**src/hw/rtl/asac_pkg.sv**
```systemverilog
`timescale 1ns / 1ps
// Package for the air sample averager and classifier.
// Window and drop counts, field widths, register indexes, threshold reset values and class codes.
// No dependencies.
package asac_pkg;

    localparam int WINDOW_COUNT_DEF = 8;
    localparam int DROP_COUNT       = 2;

    localparam int CO2_W   = 16;
    localparam int TEMP_W  = 15;
    localparam int HUMID_W = 14;
    localparam int THR_W   = 16;
    localparam int CLASS_W = 3;

    localparam int NUM_THR   = 5;
    localparam int CFG_IDX_W = 3;

    localparam logic [CFG_IDX_W-1:0] REG_THR_UNKNOWN   = 3'd0;
    localparam logic [CFG_IDX_W-1:0] REG_THR_EXCELLENT = 3'd1;
    localparam logic [CFG_IDX_W-1:0] REG_THR_GOOD      = 3'd2;
    localparam logic [CFG_IDX_W-1:0] REG_THR_FAIR      = 3'd3;
    localparam logic [CFG_IDX_W-1:0] REG_THR_INFERIOR  = 3'd4;

    localparam logic [THR_W-1:0] THR_UNKNOWN_RST   = 16'd0;
    localparam logic [THR_W-1:0] THR_EXCELLENT_RST = 16'd600;
    localparam logic [THR_W-1:0] THR_GOOD_RST      = 16'd800;
    localparam logic [THR_W-1:0] THR_FAIR_RST      = 16'd1000;
    localparam logic [THR_W-1:0] THR_INFERIOR_RST  = 16'd1500;

    typedef enum logic [CLASS_W-1:0] {
        CLASS_UNKNOWN   = 3'd0,
        CLASS_EXCELLENT = 3'd1,
        CLASS_GOOD      = 3'd2,
        CLASS_FAIR      = 3'd3,
        CLASS_INFERIOR  = 3'd4,
        CLASS_POOR      = 3'd5
    } quality_class_t;

endpackage

```
**src/hw/rtl/air_sample_averager_classifier.sv**
```systemverilog
`timescale 1ns / 1ps
// Air sample averager and classifier: windowed sensor means, air-quality
// class and running CO2 peak. Depends on asac_pkg.
//
//  channel  direction  handshake                    payload
//  s_       in         s_valid / s_ready            co2_ppm, temp_centi, humid_centi, read_error
//  m_       out        m_valid / m_ready            mean_co2, mean_temp, mean_humid,
//                                                   quality_class, peak_co2
//  cfg_     in         cfg_valid / cfg_ready        cfg_index, cfg_data
//
// One reading is accepted per cycle while s_ready is high. The reading that closes a
// window loads a snapshot register when it is accepted; the means, class and peak
// then move from the snapshot into the result register once the result register is free.
// Sustained rate is set by the snapshot and result registers: one item a cycle while m_ready holds.
// Reset is synchronous; no clearing pass.
// A stalled result holds the result register; readings keep flowing until a
// closing reading fills the snapshot behind it, then s_ready stays low until
// the result request is taken.
module air_sample_averager_classifier #(
    parameter int WINDOW_COUNT = asac_pkg::WINDOW_COUNT_DEF
) (
    input  logic                                  aclk,
    input  logic                                  aresetn,
    input  logic                                  s_valid,
    output logic                                  s_ready,
    input  logic [asac_pkg::CO2_W-1:0]            s_co2_ppm,
    input  logic signed [asac_pkg::TEMP_W-1:0]    s_temp_centi,
    input  logic [asac_pkg::HUMID_W-1:0]          s_humid_centi,
    input  logic                                  s_read_error,
    output logic                                  m_valid,
    input  logic                                  m_ready,
    output logic [asac_pkg::CO2_W-1:0]            m_mean_co2,
    output logic signed [asac_pkg::TEMP_W-1:0]    m_mean_temp,
    output logic [asac_pkg::HUMID_W-1:0]          m_mean_humid,
    output logic [asac_pkg::CLASS_W-1:0]          m_quality_class,
    output logic [asac_pkg::CO2_W-1:0]            m_peak_co2,
    input  logic                                  cfg_valid,
    output logic                                  cfg_ready,
    input  logic [asac_pkg::CFG_IDX_W-1:0]        cfg_index,
    input  logic [asac_pkg::THR_W-1:0]            cfg_data
);
    import asac_pkg::*;

    localparam int WIN_LOG  = $clog2(WINDOW_COUNT);
    localparam int CO2_SW   = CO2_W + WIN_LOG;
    localparam int TEMP_SW  = TEMP_W + WIN_LOG;
    localparam int HUMID_SW = HUMID_W + WIN_LOG;
    localparam int IDX_W    = $clog2(WINDOW_COUNT + DROP_COUNT);

    localparam logic [IDX_W-1:0] DROP_IDX = IDX_W'(DROP_COUNT);
    localparam logic [IDX_W-1:0] LAST_IDX = IDX_W'(WINDOW_COUNT + DROP_COUNT - 1);

    // Reciprocal multipliers: floor(x / WINDOW_COUNT) == (x * MUL) >> SH
    // for every x below 2**SW.
    localparam int CO2_SH   = CO2_SW + WIN_LOG;
    localparam int CO2_MW   = CO2_SW + 2;
    localparam int TEMP_SH  = TEMP_SW + WIN_LOG;
    localparam int TEMP_MW  = TEMP_SW + 2;
    localparam int HUMID_SH = HUMID_SW + WIN_LOG;
    localparam int HUMID_MW = HUMID_SW + 2;
    localparam logic [CO2_MW-1:0] CO2_MUL =
        CO2_MW'(((64'd1 << CO2_SH) + WINDOW_COUNT - 1) / WINDOW_COUNT);
    localparam logic [TEMP_MW-1:0] TEMP_MUL =
        TEMP_MW'(((64'd1 << TEMP_SH) + WINDOW_COUNT - 1) / WINDOW_COUNT);
    localparam logic [HUMID_MW-1:0] HUMID_MUL =
        HUMID_MW'(((64'd1 << HUMID_SH) + WINDOW_COUNT - 1) / WINDOW_COUNT);

    // configuration
    logic [THR_W-1:0] thr_reg [NUM_THR];

    // window state
    logic [IDX_W-1:0]          idx_reg, idx_next;
    logic [CO2_SW-1:0]         co2_sum_reg, co2_sum_next, co2_add;
    logic signed [TEMP_SW-1:0] temp_sum_reg, temp_sum_next, temp_add;
    logic [HUMID_SW-1:0]       humid_sum_reg, humid_sum_next, humid_add;

    // snapshot stage
    logic                      b_valid_reg, b_valid_next;
    logic [CO2_SW-1:0]         b_co2_sum_reg;
    logic signed [TEMP_SW-1:0] b_temp_sum_reg;
    logic [HUMID_SW-1:0]       b_humid_sum_reg;

    // result stage
    logic                      m_valid_reg, m_valid_next;
    logic [CO2_W-1:0]          m_mean_co2_reg;
    logic signed [TEMP_W-1:0]  m_mean_temp_reg;
    logic [HUMID_W-1:0]        m_mean_humid_reg;
    quality_class_t            m_class_reg;
    logic [CO2_W-1:0]          peak_reg, peak_next;

    logic s_fire, c_ready, b_move, kept, emit;

    logic [CO2_SW+CO2_MW-1:0]     co2_prod;
    logic [TEMP_SW-1:0]           temp_mag;
    logic [TEMP_SW+TEMP_MW-1:0]   temp_prod;
    logic [TEMP_W-1:0]            temp_quot;
    logic [HUMID_SW+HUMID_MW-1:0] humid_prod;
    logic [CO2_W-1:0]             mean_co2;
    logic signed [TEMP_W-1:0]     mean_temp;
    logic [HUMID_W-1:0]           mean_humid;
    quality_class_t               class_next;

    // handshakes
    assign cfg_ready = 1'b1;
    assign c_ready   = !m_valid_reg || m_ready;
    assign s_ready   = !b_valid_reg || c_ready;
    assign s_fire    = s_valid && s_ready;
    assign b_move    = b_valid_reg && c_ready;

    // window accumulation
    assign kept      = !s_read_error && (idx_reg >= DROP_IDX);
    assign emit      = s_read_error || (kept && (idx_reg == LAST_IDX));
    assign co2_add   = co2_sum_reg + CO2_SW'(s_co2_ppm);
    assign temp_add  = temp_sum_reg + TEMP_SW'(s_temp_centi);
    assign humid_add = humid_sum_reg + HUMID_SW'(s_humid_centi);

    always_comb begin
        idx_next       = idx_reg;
        co2_sum_next   = co2_sum_reg;
        temp_sum_next  = temp_sum_reg;
        humid_sum_next = humid_sum_reg;
        if (s_fire) begin
            if (emit) begin
                idx_next       = '0;
                co2_sum_next   = '0;
                temp_sum_next  = '0;
                humid_sum_next = '0;
            end else begin
                idx_next = idx_reg + 1'b1;
                if (kept) begin
                    co2_sum_next   = co2_add;
                    temp_sum_next  = temp_add;
                    humid_sum_next = humid_add;
                end
            end
        end
    end

    always_comb begin
        if (s_fire && emit) begin
            b_valid_next = 1'b1;
        end else if (b_move) begin
            b_valid_next = 1'b0;
        end else begin
            b_valid_next = b_valid_reg;
        end
    end

    // means by reciprocal multiply; temperature goes through its magnitude
    assign co2_prod  = (CO2_SW+CO2_MW)'(b_co2_sum_reg) * (CO2_SW+CO2_MW)'(CO2_MUL);
    assign mean_co2  = co2_prod[CO2_SH +: CO2_W];
    assign temp_mag  = b_temp_sum_reg[TEMP_SW-1] ? (~b_temp_sum_reg + 1'b1) : b_temp_sum_reg;
    assign temp_prod = (TEMP_SW+TEMP_MW)'(temp_mag) * (TEMP_SW+TEMP_MW)'(TEMP_MUL);
    assign temp_quot = temp_prod[TEMP_SH +: TEMP_W];
    assign mean_temp = b_temp_sum_reg[TEMP_SW-1] ? -$signed(temp_quot) : $signed(temp_quot);
    assign humid_prod = (HUMID_SW+HUMID_MW)'(b_humid_sum_reg)
                      * (HUMID_SW+HUMID_MW)'(HUMID_MUL);
    assign mean_humid = humid_prod[HUMID_SH +: HUMID_W];

    // first threshold that holds decides the class
    always_comb begin
        if (mean_co2 <= thr_reg[REG_THR_UNKNOWN]) begin
            class_next = CLASS_UNKNOWN;
        end else if (mean_co2 <= thr_reg[REG_THR_EXCELLENT]) begin
            class_next = CLASS_EXCELLENT;
        end else if (mean_co2 <= thr_reg[REG_THR_GOOD]) begin
            class_next = CLASS_GOOD;
        end else if (mean_co2 <= thr_reg[REG_THR_FAIR]) begin
            class_next = CLASS_FAIR;
        end else if (mean_co2 <= thr_reg[REG_THR_INFERIOR]) begin
            class_next = CLASS_INFERIOR;
        end else begin
            class_next = CLASS_POOR;
        end
    end

    always_comb begin
        peak_next = peak_reg;
        if (b_move && (mean_co2 > peak_reg)) begin
            peak_next = mean_co2;
        end
    end

    always_comb begin
        if (b_move) begin
            m_valid_next = 1'b1;
        end else if (m_ready) begin
            m_valid_next = 1'b0;
        end else begin
            m_valid_next = m_valid_reg;
        end
    end

    // control and state
    always_ff @(posedge aclk) begin
        if (!aresetn) begin
            idx_reg       <= '0;
            co2_sum_reg   <= '0;
            temp_sum_reg  <= '0;
            humid_sum_reg <= '0;
            b_valid_reg   <= 1'b0;
            m_valid_reg   <= 1'b0;
            peak_reg      <= '0;
        end else begin
            idx_reg       <= idx_next;
            co2_sum_reg   <= co2_sum_next;
            temp_sum_reg  <= temp_sum_next;
            humid_sum_reg <= humid_sum_next;
            b_valid_reg   <= b_valid_next;
            m_valid_reg   <= m_valid_next;
            peak_reg      <= peak_next;
        end
    end

    // threshold registers; writes beyond the last index drop
    always_ff @(posedge aclk) begin
        if (!aresetn) begin
            thr_reg[REG_THR_UNKNOWN]   <= THR_UNKNOWN_RST;
            thr_reg[REG_THR_EXCELLENT] <= THR_EXCELLENT_RST;
            thr_reg[REG_THR_GOOD]      <= THR_GOOD_RST;
            thr_reg[REG_THR_FAIR]      <= THR_FAIR_RST;
            thr_reg[REG_THR_INFERIOR]  <= THR_INFERIOR_RST;
        end else if (cfg_valid) begin
            case (cfg_index)
                REG_THR_UNKNOWN:   thr_reg[REG_THR_UNKNOWN]   <= cfg_data;
                REG_THR_EXCELLENT: thr_reg[REG_THR_EXCELLENT] <= cfg_data;
                REG_THR_GOOD:      thr_reg[REG_THR_GOOD]      <= cfg_data;
                REG_THR_FAIR:      thr_reg[REG_THR_FAIR]      <= cfg_data;
                REG_THR_INFERIOR:  thr_reg[REG_THR_INFERIOR]  <= cfg_data;
                default: ;
            endcase
        end
    end

    // payload registers
    always_ff @(posedge aclk) begin
        if (s_fire && emit) begin
            b_co2_sum_reg   <= s_read_error ? co2_sum_reg : co2_add;
            b_temp_sum_reg  <= s_read_error ? temp_sum_reg : temp_add;
            b_humid_sum_reg <= s_read_error ? humid_sum_reg : humid_add;
        end
        if (b_move) begin
            m_mean_co2_reg   <= mean_co2;
            m_mean_temp_reg  <= mean_temp;
            m_mean_humid_reg <= mean_humid;
            m_class_reg      <= class_next;
        end
    end

    assign m_valid         = m_valid_reg;
    assign m_mean_co2      = m_mean_co2_reg;
    assign m_mean_temp     = m_mean_temp_reg;
    assign m_mean_humid    = m_mean_humid_reg;
    assign m_quality_class = m_class_reg;
    // peak only moves when a result loads, so it is stable while one waits
    assign m_peak_co2      = peak_reg;

endmodule

```
**config.mk**
```make
export PLATFORM = sky130hd
export DESIGN_NAME = air_sample_averager_classifier
export DESIGN_NICKNAME = d
export VERILOG_FILES = /design/src/hw/rtl/asac_pkg.sv /design/src/hw/rtl/air_sample_averager_classifier.sv
export SDC_FILE = /design/constraint.sdc
export NUM_CORES = 1
export LEC_CHECK = 0
export ABC_AREA = 1
export ABC_CLOCK_PERIOD_IN_PS = 3500
export BUFFER_PORTS_ARGS = -buffer_cell sky130_fd_sc_hd__buf_4
export CORE_MARGIN = 5
export CORE_UTILIZATION = 56
export CTS_BUF_LIST = sky130_fd_sc_hd__clkbuf_4 sky130_fd_sc_hd__clkbuf_8
export DETAILED_ROUTE_END_ITERATION = 10
export PLACE_DENSITY = 0.78
export SLEW_MARGIN = 20
export SYNTH_ARGS = -nofsm -noshare
export SYNTH_HDL_FRONTEND = slang
export SYNTH_SLANG_ARGS = --single-unit
```
**constraint.sdc**
```tcl
create_clock -name aclk -period 3.5 [get_ports aclk]
set_input_delay 0.35 -clock aclk [delete_from_list [all_inputs] [get_ports aclk]]
set_output_delay 0.35 -clock aclk [all_outputs]
set_load 0.05 [all_outputs]
```
==> results.json, run 1 <==
{
  "synth_common_cells": "nand2_1 (499), inv_1 (236), edfxtp_1 (176)",
  "min_path_type": "primary input to register",
  "path_cells": "ha_1, nand2_1, nor2_1, a41oi_2, nand2_1, nand2_1, a21oi_1",
  "cts_buffer_depth": 3,
  "vias": 12300,
  "crit_cells": 7,
  "synth_seq_cells": 252,
  "finalClockSkew_ns": 0.0166,
  "required_ns": 3.88,
  "root_buffer": "clkbuf_8",
  "grt_pass1_wl_mm": 57.6,
  "fin_util_pct": 65.8,
  "tightest_slew_ns": 1.03,
  "synth.distinct_cells": 46,
  "cp_slowest_cell": "a41oi_2",
  "drt-pass1-iter-count": 5,
  "ff_latch_area_sq_um": 6810,
  "netlist_instances": 1766,
  "synth_edf_count": 176,
  "fmax_mhz": 349,
  "grt_start_max_net_pins": 73,
  "critPathLaunch": "b_co2_sum_reg[5]$_DFFE_PP_",
  "timing.critical_path.mode_cell": "nand2_1",
  "path_max_fanout": 17,
  "synth_most_common_cell": "nand2_1",
  "comb_power_share_pct": 16.3,
  "htreeDepth": 2,
  "endpoint_kind": "register",
  "synth.area.top_cells": "edfxtp_1 (36%), nand2_1 (13%), ha_1 (12%), dfxtp_1 (10%), inv_1 (6.0%)",
  "fin_crit_ns": 2.87,
  "critPathBufInv": 0,
  "r2r_cells": 7,
  "ys_seq_area_share_pct": 45.9,
  "drt-total-wl_mm": 35.5,
  "setup_viol": 0,
  "io_buffers": 135,
  "max-cap-violations": 0,
  "dieArea_sq_um": 29800,
  "fillers": 2100,
  "cts.sinks": 252,
  "largest_reg_flops": 80,
  "path_class": "register to register",
  "netlist_area_sq_um": 14800,
  "drc": 0,
  "grt.total_usage_pct": 23.0,
  "p_int_w": 0.00550,
  "areaGrowthSynthToFinish_pct": 15.6,
  "wl_per_cell_um": 15.5,
  "power_leakage_nw": 8.00,
  "period_share_pct": 81.9,
  "ys_dominant_reg_cell": "edfxtp_1",
  "hold_violations": 0,
  "dr.first_iter.drc_count": 882,
  "critical-path-max-stage-delay_ns": 0.73,
  "postCtsHoldBufs": 0,
  "gp_congestion": 0.936,
  "status": "complete, no violations",
  "ant_nets": 0,
  "vias_per_cell": 5.36,
  "maxSlewHeadroom_pct": 31.2,
  "cts_resized": 0,
  "regToRegSetupSlack_ns": 0.63,
  "cp_top_family": "simple AND/OR/NAND/NOR gates",
  "dp_hpwl_mm": 26.0,
  "cp.arrival_ns": 3.25,
  "post-synth-top-area-cell": "edfxtp_1",
  "p_seq_share_pct": 45.9,
  "tritoncts": "yes",
  "ir_drop_mv": 0.324,
  "core_area_sq_um": 26100,
  "synthesis.nets": 1986,
  "clkPwrFrac_pct": 37.8,
  "power_density_nw_per_um2": 444,
  "r2r_start": "b_co2_sum_reg[5]$_DFFE_PP_",
  "async_flop_share_pct": 0,
  "crit_end": "m_peak_co2[4]$_SDFFE_PN0P_",
  "drive_gt1_share_pct": 13.1,
  "die_y_um": 173,
  "grt_pass1_vias": 11900,
  "fin_setup_tns_ns": 0,
  "rsz0062_at_grt": "false",
  "insertion_delay_ns": 0.54,
  "fin_nets": 2138,
  "dieWidth_um": 173,
  "antennaDiodeCount": 0,
  "yosysTopAreaCellShare_pct": 35.7,
  "crit_path_start_kind": "register",
  "r2r-end": "m_peak_co2[4]$_SDFFE_PN0P_",
  "p_sw_share_pct": 27.7,
  "hold_depth": 3,
  "syn_avg_cell_area_sq_um": 8.39,
  "power.total_w": 0.00761,
  "post_cts_buffers": 0,
  "grt-ovfl-total": 0,
  "layout.cells.non_filler": 2287,
  "holdWs_ns": 0.0819,
  "rows": 59,
  "io_pins": 137,
  "switchingPower_w": 0.00211,
  "place_inst": 2208,
  "finalMaxSlewViolations": 0,
  "multiInputGateArea_sq_um": 6950,
  "cts-buffers-inserted": 43,
  "start_util_pct": 56.9,
  "yosysWarnings": 0,
  "path_clk_slew_ns": 0.06,
  "antenna_found_initial": 0
}
## cell usage in the layout (no fill, tap or decap), types with 3 or more instances in the layout
cell / instances
clkbuf_4: 10
o21ai_1: 3
nor2_1: 103
nand4_1: 16
xor2_1: 23
nand3b_1: 8
xnor2_1: 9
clkbuf_8: 52
fa_1: 3
clkinv_1: 5
buf_4: 144
clkinv_2: 9
o21a_1: 6
o21ai_0: 44
or2_2: 4
nand3_1: 132
nor3_1: 13
nand2_1: 499
a31oi_1: 3
inv_1: 235
nor4_1: 5
nand2_2: 9
inv_2: 4
nand3_2: 3
a21o_1: 3
a21oi_1: 169
nor2_4: 6
edfxtp_1: 176
o21bai_1: 8
bufinv_16: 3
ha_1: 147
dfxtp_1: 76
## power groups by stage
stage	sequential [W]	clock, W	combinational, W
CTS	0.00349	0.00291	0.00124
floorplan	0.00360	0	0.000801
finish	0.00349	0.00288	0.00124
global route	0.00350	0.00307	0.00140
global placement	0.00354	0	0.00119
detailed placement	0.00355	0	0.00123
## through the flow
stage,setup slack [ns],instance area [sq um]
global route,0.443,17100
CTS,0.685,17100
global placement,0.781,16200
floorplan,0.457,14800
detailed placement,0.699,16200
finish,0.632,17100
## cell families (layout without fill, tap and decap cells)
logic type                 count (synthesis)  in the layout  synth area share, %
AOI/OAI and AO/OA                        248            248                 9.05
xor gates and xnor gates                  32             32                 1.89
and+or+nand+nor                          805            805                 23.0
other                                      1              1               0.0253
adders and majority gates                150            150                 12.8
DFF                                      252            252                 45.9
buffers and inverters                    278            464                 7.34
## tightest hold or removal path: stages
cell and delay (ns):
buf_4 0.07, inv_1 0.03, nand2_1 0.05
## metal layers
layer  share of wire, %  vias up  global-route usage [%]  wire [um]
met3                5.9       60                    3.80       2090
li1                   -     6173                       -          -
met4                2.3        0                    6.85        824
met5                  0        -                       0          0
met1                 44     5651                    30.6      15600
met2                 48      379                    39.0      16900
## layout make-up
class | count | share of cell area, %
Clock inverter | 17 | 0.898
Tap cell | 335 | 2.45
Timing Repair Buffer | 146 | 6.54
Clock buffer | 62 | 4.61
Multi-Input combinational cell | 1236 | 40.5
Inverter | 239 | 5.23
Sequential cell | 252 | 39.7
## worst min-delay path by stage
stage                                    to  slack [ns]                     startpoint
2_1_floorplan     m_mean_humid[0]$_DFFE_PP_        0.40   b_humid_sum_reg[3]$_DFFE_PP_
3_3_place_gp     m_mean_humid[12]$_DFFE_PP_        0.40  b_humid_sum_reg[15]$_DFFE_PP_
3_5_place_dp      m_mean_humid[1]$_DFFE_PP_        0.40   b_humid_sum_reg[4]$_DFFE_PP_
4_1_cts        thr_reg[0][74]$_SDFFCE_PP1P_        0.06                   cfg_data[10]
5_1_grt        thr_reg[0][74]$_SDFFCE_PP1P_        0.08                   cfg_data[10]
6_report       thr_reg[0][74]$_SDFFCE_PP1P_        0.08                   cfg_data[10]
Power figures use the tool's default switching activity.
==> run 2, diff against run 1 <==
--- a/config.mk
+++ b/config.mk
@@ -5,14 +5,14 @@
 export SDC_FILE = /design/constraint.sdc
 export NUM_CORES = 1
 export LEC_CHECK = 0
-export ABC_AREA = 1
-export ABC_CLOCK_PERIOD_IN_PS = 3500
+export ABC_AREA = 0
+export ABC_CLOCK_PERIOD_IN_PS = 2850
 export BUFFER_PORTS_ARGS = -buffer_cell sky130_fd_sc_hd__buf_4
 export CORE_MARGIN = 5
-export CORE_UTILIZATION = 56
+export CORE_UTILIZATION = 62
 export CTS_BUF_LIST = sky130_fd_sc_hd__clkbuf_4 sky130_fd_sc_hd__clkbuf_8
 export DETAILED_ROUTE_END_ITERATION = 10
-export PLACE_DENSITY = 0.78
+export PLACE_DENSITY = 0.82
 export SLEW_MARGIN = 20
 export SYNTH_ARGS = -nofsm -noshare
 export SYNTH_HDL_FRONTEND = slang
==> constraint.sdc (replaced) <==
create_clock -name aclk -period 2.85 [get_ports aclk]
set_input_delay 0.285 -clock aclk [delete_from_list [all_inputs] [get_ports aclk]]
set_output_delay 0.285 -clock aclk [all_outputs]
set_load 0.05 [all_outputs]
==> results.json, run 2 <==
{
  "drive_gt1_share_pct": 19.0,
  "power_density_nw_per_um2": 541,
  "drt-total-wl_mm": 33.2,
  "path_clk_slew_ns": 0.06,
  "dieArea_sq_um": 25300,
  "synth_common_cells": "edfxtp_1 (176), ha_1 (147), inv_1 (108)",
  "cts-buffers-inserted": 41,
  "drt-pass1-iter-count": 5,
  "start_util_pct": 63.2,
  "maxSlewHeadroom_pct": 45.4,
  "vias_per_cell": 5.96,
  "root_buffer": "clkbuf_8",
  "finalClockSkew_ns": 0.0363,
  "syn_avg_cell_area_sq_um": 10.6,
  "dpl_cell_area_sq_um": 15200,
  "dieWidth_um": 159,
  "fmax_mhz": 363,
  "ant_nets": 0,
  "cts.sinks": 252,
  "mostFrequentLayoutCells": "edfxtp_1 (176), buf_4 (171), ha_1 (146), inv_1 (108), nand2_1 (93)",
  "io_buffers": 135,
  "synth.distinct_cells": 71,
  "grt_pass1_wl_mm": 52.4,
  "antennaDiodeCount": 0,
  "areaGrowthSynthToFinish_pct": 17.4,
  "yosysTopAreaCellShare_pct": 38.3,
  "path_max_fanout": 4,
  "rows": 54,
  "r2r_start": "humid_sum_reg[0]$_SDFFE_PN0P_",
  "hold_depth": 2,
  "hold_violations": 0,
  "dr.first_iter.drc_count": 844,
  "fillers": 1549,
  "clkPwrFrac_pct": 36.0,
  "post-synth-top-area-cell": "edfxtp_1",
  "wl_per_cell_um": 18.6,
  "place_ws_ns": 0.0443,
  "insertion_delay_ns": 0.56,
  "hold_path.startpoint": "cfg_data[5]",
  "endpoint_kind": "register",
  "yosysWarnings": 0,
  "ys_seq_area_share_pct": 49.4,
  "dp_hpwl_mm": 24.0,
  "final_common_cell": "edfxtp_1",
  "p_seq_share_pct": 48.7,
  "r2r_cells": 10,
  "synthesis.nets": 1517,
  "fin_nets": 1696,
  "hold_end": "thr_reg[0][53]$_DFFE_PP_",
  "gp_congestion": 0.939,
  "grt_pass1_vias": 10200,
  "drc": 0,
  "tritoncts": "yes",
  "r2r-end": "humid_sum_reg[16]$_SDFFE_PN0P_",
  "ys_dominant_reg_cell": "edfxtp_1",
  "min_path_type": "primary input to register",
  "grt_start_max_net_pins": 74,
  "setup_ws_ns": 0.0951,
  "synth_most_common_cell": "edfxtp_1",
  "timing.critical_path.mode_cell": "a21o_1",
  "path_class": "register to register",
  "htreeDepth": 2,
  "cts_buffer_depth": 3,
  "io_pins": 137,
  "grt-ovfl-total": 0,
  "fin_crit_ns": 2.75,
  "regToRegSetupSlack_ns": 0.1,
  "ir_drop_mv": 0.345,
  "path_cells": "ha_2, inv_1, fa_1, nor2b_2, o31a_1, a21oi_1, a21o_1, a21o_1, or4b_2, a31oi_1",
  "finalMaxSlewViolations": 0,
  "critical-path-max-stage-delay_ns": 0.64,
  "core_area_sq_um": 21800,
  "netlist_area_sq_um": 13800,
  "die_y_um": 159,
  "grt.total_usage_pct": 25.2,
  "synth_edf_count": 176,
  "tightest_slew_ns": 0.818,
  "cp.arrival_ns": 3.23,
  "status": "complete, no violations",
  "max-cap-violations": 0,
  "p_sw_share_pct": 26.9,
  "period_share_pct": 96.7,
  "switchingPower_w": 0.00235,
  "setup_viol": 0,
  "fin_area_sq_um": 16200,
  "p_int_w": 0.00640,
  "power_leakage_nw": 6.91,
  "cp_slowest_cell": "or4b_2",
  "crit_path_start_kind": "register",
  "largest_reg_flops": 80,
  "comb_power_share_pct": 15.3,
  "synth_seq_cells": 252,
  "required_ns": 3.33,
  "antenna_found_initial": 0,
  "synth.area.top_cells": "edfxtp_1 (38%), ha_1 (13%), dfxtp_1 (11%), o21ai_0 (3.5%), inv_1 (2.9%)",
  "netlist_instances": 1297,
  "async_flop_share_pct": 0,
  "vias": 10700,
  "fin_util_pct": 74.2
}
-- run 2: layout make-up --
class,instances,area [sq um],share of cell area (%)
multi-input combinational,899,6480,40.0
sequential,252,6810,42.1
timing repair buffer,173,1300,8.05
tap,280,350,2.16
clock buffer,62,766,4.73
clock inverter,13,68.8,0.425
inverter,109,409,2.53
-- run 2: per-stage QoR --
step	setup TNS, ns	hold slack [ns]	instances	power [W]
final	0	0.0408	1788	0.00875
after CTS	0	0.0132	1781	0.00878
after global placement	0	0.400	1704	0.00557
after detailed placement	0	0.405	1704	0.00563
after global routing	-0.0300	0.0239	1788	0.00914
after floorplan	0	0.400	1297	0.00518
-- run 2: logic make-up after synthesis --
family	after synthesis	synth area share (%)
buffers and inverters	146	4.09
AND/OR/NAND/NOR	352	12.6
AO/OA/AOI/OAI	304	13.8
other	1	0.0272
multiplexers	33	2.55
XOR/XNOR	59	3.75
flip-flops	252	49.4
adder cells (fa/ha/maj)	150	13.8
-- run 2: per-layer routing --
| metal | GRT usage (%) | wire [um] |
|---|---|---|
| met1 | 35.0 | 14500 |
| met4 | 7.48 | 805 |
| met5 | 0 | 0 |
| met3 | 4.97 | 2600 |
| met2 | 40.4 | 15400 |
-- run 2: worst max-delay path by stage --
stage | from | to | slack [ns] | depth (start not counted)
after global placement | s_humid_centi[1] | b_humid_sum_reg[15]$_DFFE_PP_ | 0.09 | 10
after global routing | humid_sum_reg[0]$_SDFFE_PN0P_ | humid_sum_reg[16]$_SDFFE_PN0P_ | -0.03 | 10
after floorplan | m_peak_co2[1]$_SDFFE_PN0P_ | m_peak_co2[5]$_SDFFE_PN0P_ | 0.21 | 11
after detailed placement | s_humid_centi[0] | humid_sum_reg[16]$_SDFFE_PN0P_ | 0.04 | 11
final | humid_sum_reg[0]$_SDFFE_PN0P_ | humid_sum_reg[16]$_SDFFE_PN0P_ | 0.1 | 10
after CTS | temp_sum_reg[0]$_SDFFE_PN0P_ | b_temp_sum_reg[16]$_DFFE_PP_ | 0.05 | 10
-- run 2: repair_timing --
action                                  4_1_cts  5_1_grt
endpoints found under the setup margin        0       10
hold buffers                                  2        0
setup buffers                                 0        7
resized for setup                             0       10
endpoints found under the hold margin         2        0
-- run 2: power by group through the flow --
stage / clock network [W] / registers, W / logic [W]
after global routing: 0.00339 / 0.00428 / 0.00148
after floorplan: 0 / 0.00439 / 0.000797
after global placement: 0 / 0.00433 / 0.00124
final: 0.00315 / 0.00426 / 0.00134
after CTS: 0.00321 / 0.00427 / 0.00131
after detailed placement: 0 / 0.00434 / 0.00129
-- run 2: worst max-delay path: cells and delay by family, from the launching register on --
| family | cells | cell delay, ns |
|---|---|---|
| flops | 1 | 0.34 |
| simple gates | 2 | 0.81 |
| fa+ha+maj | 2 | 0.59 |
| buf+inv | 1 | 0.05 |
| compound gates | 5 | 0.90 |
==> run 3, diff against run 2 <==
--- a/config.mk
+++ b/config.mk
@@ -13,7 +13,9 @@
 export CTS_BUF_LIST = sky130_fd_sc_hd__clkbuf_4 sky130_fd_sc_hd__clkbuf_8
 export DETAILED_ROUTE_END_ITERATION = 10
 export PLACE_DENSITY = 0.82
+export SETUP_SLACK_MARGIN = 0.2
 export SLEW_MARGIN = 20
 export SYNTH_ARGS = -nofsm -noshare
 export SYNTH_HDL_FRONTEND = slang
 export SYNTH_SLANG_ARGS = --single-unit
+export TNS_END_PERCENT = 100
==> results.json, run 3 (synthesis results as in run 2) <==
{
  "power_density_nw_per_um2": 533,
  "place_ws_ns": 0.0443,
  "core_area_sq_um": 21800,
  "dieWidth_um": 159,
  "areaGrowthSynthToFinish_pct": 20.3,
  "cts_buffer_depth": 3,
  "htreeDepth": 2,
  "crit_path_start_kind": "register",
  "setup_viol": 0,
  "min_path_type": "primary input to register",
  "ir_drop_mv": 0.346,
  "wl_per_cell_um": 19.0,
  "path_max_fanout": 4,
  "rsz0062_at_grt": "true",
  "grt_start_max_net_pins": 74,
  "grt_pass1_wl_mm": 52.5,
  "hold_path.startpoint": "cfg_data[5]",
  "power_leakage_nw": 7.03,
  "gp_congestion": 0.939,
  "dieArea_sq_um": 25300,
  "drive_gt1_share_pct": 22.5,
  "dp_hpwl_mm": 24.0,
  "largest_reg_flops": 80,
  "cts.sinks": 252,
  "io_pins": 137,
  "grt.total_usage_pct": 25.2,
  "grt-ovfl-total": 0,
  "grt_pass1_vias": 10200,
  "period_share_pct": 91.3,
  "max-cap-violations": 0,
  "hold_violations": 0,
  "mostFrequentLayoutCells": "buf_4 (193), edfxtp_1 (176), ha_1 (137), inv_1 (108), nand2_1 (93)",
  "endpoint_kind": "register",
  "ant_nets": 0,
  "cts-buffers-inserted": 41,
  "fin_setup_tns_ns": 0,
  "antennaDiodeCount": 0,
  "status": "complete, no violations",
  "place_inst": 1704,
  "start_util_pct": 63.2,
  "cp.arrival_ns": 2.90,
  "drt-total-wl_mm": 34.4,
  "vias_per_cell": 5.98,
  "hold_end": "thr_reg[0][37]$_DFFE_PP_",
  "fin_crit_ns": 2.60,
  "fmax_mhz": 384,
  "layout.cells.non_filler": 1811,
  "path_class": "register to register",
  "insertion_delay_ns": 0.56,
  "path_clk_slew_ns": 0.07,
  "die_y_um": 159,
  "io_buffers": 135,
  "drt-pass1-iter-count": 5,
  "holdWs_ns": 0.0388,
  "final_common_cell": "buf_4",
  "finalClockSkew_ns": 0.0346,
  "rows": 54,
  "drc": 0,
  "setup_ws_ns": 0.248,
  "required_ns": 3.15,
  "r2r_start": "temp_sum_reg[1]$_SDFFE_PN0P_",
  "tightest_slew_ns": 0.811,
  "r2r_cells": 9,
  "regToRegSetupSlack_ns": 0.25,
  "fin_nets": 1719,
  "antenna_found_initial": 0,
  "vias": 10800,
  "dr.first_iter.drc_count": 928,
  "maxSlewHeadroom_pct": 45.9,
  "finalMaxSlewViolations": 0,
  "tritoncts": "yes",
  "hold_depth": 2,
  "root_buffer": "clkbuf_8",
  "r2r-end": "b_temp_sum_reg[17]$_DFFE_PP_"
}
==> run 3: cell count changes in the layout (fill, tap and decap cells not counted), sizes merged <==
cell | previous run | this run
buf | 171 | 194
==> run 3: how the worst max path moves through the flow <==
stage,depth (start not counted),start,to
after global placement,10,s_humid_centi[1],b_humid_sum_reg[15]$_DFFE_PP_
after detailed placement,11,s_humid_centi[0],humid_sum_reg[16]$_SDFFE_PN0P_
after CTS,10,temp_sum_reg[0]$_SDFFE_PN0P_,b_temp_sum_reg[16]$_DFFE_PP_
final,9,temp_sum_reg[1]$_SDFFE_PN0P_,b_temp_sum_reg[17]$_DFFE_PP_
after global routing,9,temp_sum_reg[1]$_SDFFE_PN0P_,b_temp_sum_reg[13]$_DFFE_PP_
after floorplan,11,m_peak_co2[1]$_SDFFE_PN0P_,m_peak_co2[5]$_SDFFE_PN0P_
==> run 3: metal layers <==
metal	global-route usage, %	routed length, um	up-vias
met1	35.0	14900	5164
met2	40.6	16100	457
met3	5.00	2640	68
li1	-	-	5140
met4	7.48	727	0
met5	0	0	-
==> run 3: repair_timing <==
item                       CTS  global route
hold buffers                 2             0
setup buffers                2            28
hold endpoints to repair     2             0
setup endpoints to repair   12            39
pin swaps                    6            30
cloned                       0             0
resized for setup           13            44
==> run 3: stage by stage <==
step | power, W | utilization (%) | cell area (sq um)
after floorplan | 0.00518 | - | 13800
after global placement | 0.00557 | 69.9 | 15200
after detailed placement | 0.00563 | 69.9 | 15200
after CTS | 0.00879 | 74.1 | 16200
after global routing | 0.00922 | 76.0 | 16600
final | 0.00884 | 76.0 | 16600
==> run 3: worst max-delay path: stages, from the launching register on <==
cell and delay, ns:
dfxtp_2 0.39, ha_4 0.22, a211oi_2 0.18, nor2_1 0.11, o31a_1 0.33, a311o_1 0.39, a31oi_1 0.22, xor2_1 0.26
nor2_1 0.08, xnor2_1 0.17
==> run 3: power breakdown <==
part           internal (W)  total [W]  leakage [nW]  switching [W]
registers           0.00414    0.00426          2.30       0.000117
clock network       0.00173    0.00316         0.446        0.00144
logic              0.000575    0.00142          4.28       0.000845
==> run 3: final cells by class <==
| cell class | count | area (sq um) |
|---|---|---|
| Clock buffer | 62 | 766 |
| Clock inverter | 13 | 68.8 |
| Fill cell | 1469 | 5250 |
| Inverter | 109 | 409 |
| Multi-Input combinational cell | 899 | 6690 |
| Sequential cell | 252 | 6820 |
| Tap cell | 280 | 350 |
| Timing Repair Buffer | 196 | 1480 |
